$ cat src/rtl/core/fir_lp_pkg.sv
// Shared types, constants and the coefficient ROM of the low-pass FIR filter.
package fir_lp_pkg;

   localparam int SAMPLE_W  = 24;
   localparam int WEIGHT_W  = 20;
   localparam int FRAC_BITS = 20;
   localparam int PROD_W    = SAMPLE_W + WEIGHT_W + 1;
   localparam int ACC_W     = PROD_W + 8;
   localparam int TAP_IDX_W = 8;
   localparam int ROM_TAPS  = 145;
   localparam int ROM_HALF  = 73;

   localparam logic signed [SAMPLE_W-1:0] SAMPLE_MAX = 24'sh7FFFFF;
   localparam logic signed [SAMPLE_W-1:0] SAMPLE_MIN = 24'sh800000;

   localparam logic [WEIGHT_W-1:0] WEIGHT_HALF [ROM_HALF] = '{
      20'd144,   20'd165,   20'd188,   20'd214,   20'd244,   20'd279,   20'd318,
      20'd364,   20'd416,   20'd475,   20'd542,   20'd617,   20'd702,   20'd795,
      20'd899,   20'd1014,  20'd1139,  20'd1276,  20'd1425,  20'd1586,  20'd1760,
      20'd1946,  20'd2145,  20'd2357,  20'd2582,  20'd2820,  20'd3071,  20'd3334,
      20'd3611,  20'd3899,  20'd4200,  20'd4512,  20'd4835,  20'd5169,  20'd5512,
      20'd5865,  20'd6227,  20'd6597,  20'd6973,  20'd7356,  20'd7744,  20'd8136,
      20'd8531,  20'd8928,  20'd9327,  20'd9725,  20'd10123, 20'd10518, 20'd10910,
      20'd11297, 20'd11678, 20'd12052, 20'd12419, 20'd12776, 20'd13122, 20'd13457,
      20'd13779, 20'd14088, 20'd14382, 20'd14660, 20'd14922, 20'd15166, 20'd15392,
      20'd15598, 20'd15785, 20'd15952, 20'd16097, 20'd16221, 20'd16323, 20'd16403,
      20'd16460, 20'd16494, 20'd16506
   };

   typedef struct packed {
      logic load;
      logic rotate;
   } cell_ctl_type;

   typedef struct packed {
      logic clear;
      logic enable;
   } mac_ctl_type;

   function automatic logic [WEIGHT_W-1:0] tap_weight(input logic [TAP_IDX_W-1:0] n);
      logic [TAP_IDX_W-1:0] mirror;
      mirror = TAP_IDX_W'(ROM_TAPS - 1) - n;
      if (n >= TAP_IDX_W'(ROM_TAPS)) begin
         return '0;
      end else if (n < TAP_IDX_W'(ROM_HALF)) begin
         return WEIGHT_HALF[n[6:0]];
      end else begin
         return WEIGHT_HALF[mirror[6:0]];
      end
   endfunction

endpackage

$ cat src/rtl/core/fir_lp_cell.sv
// One delay-line cell: holds a sample, shifts on a new beat and rotates during the sum.
module fir_lp_cell (
   input  logic                                  clock,
   input  logic                                  reset,
   input  fir_lp_pkg::cell_ctl_type              ctl,
   input  logic signed [fir_lp_pkg::SAMPLE_W-1:0] shift_in,
   input  logic signed [fir_lp_pkg::SAMPLE_W-1:0] rot_in,
   output logic signed [fir_lp_pkg::SAMPLE_W-1:0] data_out
);

   logic signed [fir_lp_pkg::SAMPLE_W-1:0] data_ff;
   logic signed [fir_lp_pkg::SAMPLE_W-1:0] data_in;

   always_comb begin
      data_in = data_ff;
      if (ctl.load) begin
         data_in = shift_in;
      end else if (ctl.rotate) begin
         data_in = rot_in;
      end
   end

   always_ff @(posedge clock) begin
      if (reset) begin
         data_ff <= '0;
      end else begin
         data_ff <= data_in;
      end
   end

   assign data_out = data_ff;

endmodule

$ cat config.mk
export PLATFORM = sky130hd
export DESIGN_NAME = fir_lp_cell
export DESIGN_NICKNAME = d
export VERILOG_FILES = /design/src/rtl/core/fir_lp_pkg.sv /design/src/rtl/core/fir_lp_cell.sv
export SDC_FILE = /design/constraint.sdc
export NUM_CORES = 1
export LEC_CHECK = 0
export BUFFER_PORTS_ARGS = -buffer_cell sky130_fd_sc_hd__clkbuf_2
export CAP_MARGIN = 20
export CORE_MARGIN = 8
export CORE_UTILIZATION = 25
export CTS_BUF_LIST = sky130_fd_sc_hd__clkbuf_8
export CTS_CLUSTER_SIZE = 10
export DETAILED_ROUTE_END_ITERATION = 8
export PLACE_DENSITY = 0.63
export SLEW_MARGIN = 20
export SYNTH_ARGS = -nofsm -noshare
export SYNTH_HDL_FRONTEND = slang
export SYNTH_SLANG_ARGS = --single-unit
$ cat constraint.sdc
create_clock -name clock -period 0.9 [get_ports clock]
set_clock_uncertainty 0.05 [all_clocks]
set_input_delay 0.18 -clock clock [delete_from_list [all_inputs] [get_ports clock]]
set_output_delay 0.18 -clock clock [all_outputs]
set_load 0.01 [all_outputs]
==> reports/results.ini, run 1 <==
[critical_path]
worstSetupStartpointType=register
crit_buf_inv=1
cp.arrival_ps=710
crit_fanout=2
cp_top_family=flip-flops
critPathKind=reg -> out
end_kind=output port
worstPathCellList=buf_8
cpPeakStageDelay_ps=340
cpMaxStageDelayCell=dfxtp_2
required_ps=670

[routing]
drc=0
post_drt_wl_per_cell_microns=14.56
viasPerCell=4.226
vias=1065
ant_nets=0
drtIter0Drc=54
first_pass_iters=3
wl_mm=3.669

[die]
die_height_microns=86.25
die_area_sq_um=7438
io_pins=76
placementRows=25
die_x_microns=86.25
core_region_area_sq_um=4755
start_util=0.2595

[synthesis]
postSynthAreaPerCell_sq_um=11.64
yosysUniqueCellTypes=10
synthCells=106
yosysSeqAreaShare=0.3895
ys.warnings.count=0
synth.ff_latch_count=24
syn_nets=158
synth_area_sq_um=1234

[power]
p_per_area_nw_per_um2=1282
peakVddDrop_mv=0.5291
leakage_nw=0.9012
cell_internal_pwr_mw=1.871
p_clk_frac=0.242
p_comb_frac=0.275
switchingPower_uw=652.0
swShare=0.2584
pwr-share-seq=0.483

[clock_tree]
hold_buffers=0
root_buffer=clkbuf_8
clock_latency_ps=250
cts.htree.levels=1
numCtsBuffers=3
clkTransAtPathRegs_ps=80
cts_max_path_buffers=2
cts_tree=yes
cts.sinks=24

[layout]
syn_to_final_growth_pct=59.53
n_antenna_cell=0
nets=239
final_layout_size_suffix_gt1_frac=0.7135
largest_reg_flops=24
fin_area_sq_um=1968

[global_routing]
grt_pass1_vias=1154
grt_max_degree=25
grt_first_pass_wirelength_mm=5.540
antenna_found_initial=0
grt.overflow.total=0
track_usage=0.09299

[timing]
drv_slew=0
finalSetupViolations=24
rsz0062_at_grt=yes
holdWs_ps=140.1
fin_crit_sh=1.048
slew_headroom=0.8798
tightestPinTransition_ps=175.2
finalCriticalPeriod_ps=943.1
finalHoldViolations=0
fmax_mhz=1060
fin_ws_ps=-43.11
finalSetupTns_ps=-754.0

[status]
failed_checks=negative setup slack
outcome=finished with violations

[placement]
port_buffers=75
place.gp.congestion=0.6848
hpwl_mm=2.854
placed_area_sq_um=1717

[flow_run]
cap_viol_max_count=0

[worst_hold_path]
hp-class=in -> reg

through the flow:
step / utilization / worst slack (ps) / power (mW) / instances
5_1_grt: 0.4139 / -81.53 / 2.685 / 252
2_1_floorplan: - / 6.444 / 1.535 / 106
4_1_cts: 0.3813 / -75.39 / 2.467 / 250
6_report: 0.4139 / -43.11 / 2.523 / 252
3_3_place_gp: 0.3611 / -73.84 / 1.796 / 246
3_5_place_dp: 0.3611 / -107.4 / 1.804 / 246
area by class of cell:
type / count / area [sq um]
clock buffers: 3 / 41.29
fillers: 478 / 2786
inverters: 1 / 3.754
multi-input cells: 72 / 670.6
flip-flops and latches: 24 / 510.5
well taps: 67 / 83.83
repair buffers: 85 / 658.1
cells by family after synthesis:
group                  count (synthesis)  share of synthesized area
DFF                                   24                     0.3895
AOI/OAI and AO/OA                     24                     0.2272
muxes                                 24                     0.1947
buffers and inverters                 10                    0.06694
and+or+nand+nor                       24                     0.1217
repair_timing:
| action | in CTS | in global routing |
|---|---|---|
| gates resized for setup | 26 | 46 |
| endpoints found under the setup margin | 24 | 24 |
| buffers inserted | 1 | 2 |
| endpoints found under the hold margin | 0 | 0 |
final timing paths:
check	from	to	cells after the start	slack [ps]
setup / recovery	data_out[7]	data_out[7]	1	-40
hold / removal	reset	data_out[21]	2	140
hold reg to reg	data_out[22]	data_out[22]	2	520
setup reg to reg	data_out[7]	data_out[7]	3	60
power groups by stage:
stage                     logic [mW]  clock network [mW]  registers, mW
after global routing           0.748               0.709           1.23
after detailed placement       0.594                   0           1.21
after floorplan                0.291                   0           1.24
after global placement         0.589                   0           1.21
after CTS                      0.610               0.655           1.20
final                          0.694               0.610           1.22
routing by layer:
metal | vias up | track usage | routed length, microns
li1 | 540 | - | -
met2 | 24 | 0.1791 | 2145
met4 | 0 | 0.04225 | 49
met1 | 497 | 0.09468 | 1329
met3 | 4 | 0.01607 | 145
met5 | - | 0 | 0
cell usage in the layout, fill, tap and decap left out:
cell	instances
buf_8	2
mux2i_1	24
a211oi_2	20
inv_1	1
a211oi_1	4
dfxtp_2	24
buf_4	6
nor2b_1	24
clkbuf_8	3
clkbuf_2	51
buf_6	22
buf_12	4
synth_stat cells (all sizes together):
library cell	number	area share
a211oi	24	0.23
buf	7	0.058
clkbuf	2	0.0061
dfxtp	24	0.39
inv	1	0.0030
mux2i	24	0.19
nor2b	24	0.12
(Power assumes the default switching activity.)
==> run 2: changes to the inputs <==
==> constraint.sdc (replaced) <==
create_clock -name clock -period 0.9 [get_ports clock]
set_clock_uncertainty 0.05 [all_clocks]
set_input_delay 0.18 -clock clock [delete_from_list [all_inputs] [get_ports clock]]
set_output_delay 0.18 -clock clock [all_outputs]
set_load 0.005 [all_outputs]
==> run 2 against run 1 <==
Compared with the run above:
- final cell count did not move
- non-clock buffer count did not move
- critical path type unchanged
- first-iteration DRC count fell by 9.3%
- total power fell by 4.6%
- design area fell by 5.8%
- die area did not move
- worst setup slack improved by 7.6 ps
- flip-flop and latch count did not move
- hold slack got worse by 3.8 ps
- global-route usage barely moved
- the run still ends with negative setup slack left
- sequential share of layout area rose by 1.6 points
==> reports/results.ini, run 2 (synthesized netlist as in run 1, its figures left out) <==
[power]
p_comb_frac=0.245  ; -0.030
p_clk_frac=0.255  ; +0.013
swShare=0.2517  ; -0.006757
switchingPower_uw=605.6  ; -7.1%
p_total_mw=2.406  ; -4.6%
pwr-share-seq=0.500  ; +0.017
peakVddDrop_mv=0.5164  ; -2.4%
leakage_nw=0.8697  ; -3.5%
p_per_area_nw_per_um2=1298  ; +1.2%
cell_internal_pwr_mw=1.801  ; -3.8%

[die]
placementRows=25  ; unchanged
start_util=0.2595  ; unchanged
die_area_sq_um=7438  ; unchanged
core_region_area_sq_um=4755  ; unchanged
die_height_microns=86.25  ; unchanged
die_x_microns=86.25  ; unchanged
io_pins=76  ; unchanged

[critical_path]
cpPeakStageDelay_ps=340  ; about the same
required_ps=670  ; about the same
worstSetupEndpoint=data_out[9]
crit_path_start=data_out[9]
cp_top_family=flip-flops
crit_fanout=2  ; unchanged
worstPathCellList=buf_6
critPathKind=reg -> out
worstSetupStartpointType=register
cp.arrival_ps=710  ; about the same
reg2reg_to=data_out[14]
path_depth=1  ; unchanged
end_kind=output port
regToRegSetupSlack_ps=70  ; about the same
r2r_cells=3  ; unchanged
cpMaxStageDelayCell=dfxtp_2
crit_buf_inv=1  ; unchanged
worstReg2RegStart=data_out[14]

[worst_hold_path]
hp-class=in -> reg

[clock_tree]
clkTransAtPathRegs_ps=80  ; about the same
numCtsBuffers=3  ; unchanged
cts.htree.levels=1  ; unchanged
cts_max_path_buffers=2  ; unchanged
cts_tree=yes
cts.sinks=24  ; unchanged
root_buffer=clkbuf_8
clock_latency_ps=250  ; about the same

[routing]
drtIter0Drc=49  ; -9.3%
post_drt_wl_per_cell_microns=14.00  ; -3.9%
first_pass_iters=2  ; -1
ant_nets=0  ; unchanged
vias=1065  ; unchanged
viasPerCell=4.226  ; unchanged
wl_mm=3.527  ; -3.9%
drc=0  ; unchanged

[layout]
syn_to_final_growth_pct=50.30
n_antenna_cell=0  ; unchanged
nets=239  ; unchanged
final_util=0.3900  ; -0.02395
final_layout_size_suffix_gt1_frac=0.7135  ; unchanged
largest_reg_flops=24  ; unchanged
layout_commonest_cell=clkbuf_2
layout_common_cells=clkbuf_2 (68), mux2i_1 (24), nor2b_1 (24), dfxtp_2 (24), a211oi_2 (20)

[global_routing]
grt_first_pass_wirelength_mm=5.554  ; +0.25%
track_usage=0.09319  ; +0.0001974
antenna_found_initial=0  ; unchanged
grt_pass1_vias=1154  ; unchanged
grt.overflow.total=0  ; unchanged
grt_max_degree=25  ; unchanged

[timing]
fin_ws_ps=-35.55  ; +7.553 ps
finalCriticalPeriod_ps=935.6  ; -7.553 ps
fin_crit_sh=1.040  ; -0.008393
tightestPinTransition_ps=175.1  ; -0.09322 ps
slew_headroom=0.8799  ; about the same
finalSetupViolations=24  ; unchanged
finalSetupTns_ps=-584.0  ; +170.0 ps
rsz0062_at_grt=yes
fmax_mhz=1069  ; +0.81%
finalHoldViolations=0  ; unchanged
holdWs_ps=136.3  ; -3.849 ps
drv_slew=0  ; unchanged

[placement]
dp_slack_ps=-107.4  ; unchanged
hpwl_mm=2.854  ; unchanged
place.gp.congestion=0.6848  ; unchanged
port_buffers=75  ; unchanged

[flow_run]
cap_viol_max_count=0  ; unchanged

[status]
failed_checks=negative setup slack
outcome=finished with violations

[run 2: power by group through the flow]
stage	clock network, mW	logic (mW)	registers, mW
6_report	0.613	0.590	1.20
5_1_grt	0.698	0.643	1.21
4_1_cts	0.655	0.569	1.20
3_5_place_dp	0	0.562	1.21
3_3_place_gp	0	0.558	1.21
2_1_floorplan	0	0.291	1.21
[run 2: routing by layer]
| metal | vias up | GRT usage | part of all wire | routed length, microns |
|---|---|---|---|---|
| li1 | 540 | - | - | - |
| met1 | 497 | 0.09524 | 0.37 | 1322 |
| met2 | 24 | 0.1791 | 0.57 | 1999 |
| met3 | 4 | 0.01607 | 0.044 | 155 |
| met4 | 0 | 0.04225 | 0.014 | 49 |
| met5 | - | 0 | 0 | 0 |
[run 2: repair_timing]
| item | 4_1_cts | 5_1_grt |
|---|---|---|
| gates cloned | 0 | 0 |
| hold buffers | 0 | 0 |
| buffers inserted | 1 | 2 |
| gates resized for setup | 24 | 11 |
| setup endpoints to repair | 24 | 24 |
[run 2: stage by stage]
stage	instances	cell area [sq um]
after floorplan	106	1234
after global placement	246	1717
after detailed placement	246	1717
after CTS	250	1795
after global routing	252	1854
final	252	1854
[run 2: final cells by class]
class	count	area [sq um]
fill	493	2900
multi-input combinational	72	670.6
timing repair buffer	85	544.3
sequential	24	510.5
tap	67	83.83
clock buffer	3	41.29
inverter	1	3.754
[run 2: worst min path at each step]
stage               cells after the start            to    startpoint  slack, ps
finish                                  2  data_out[21]         reset        140
global route                            3   data_out[0]   shift_in[0]        140
floorplan                               1   data_out[0]         reset        200
global placement                        3  data_out[21]  shift_in[21]        410
detailed placement                      3   data_out[0]   shift_in[0]        420
CTS                                     3  data_out[22]  shift_in[22]        130
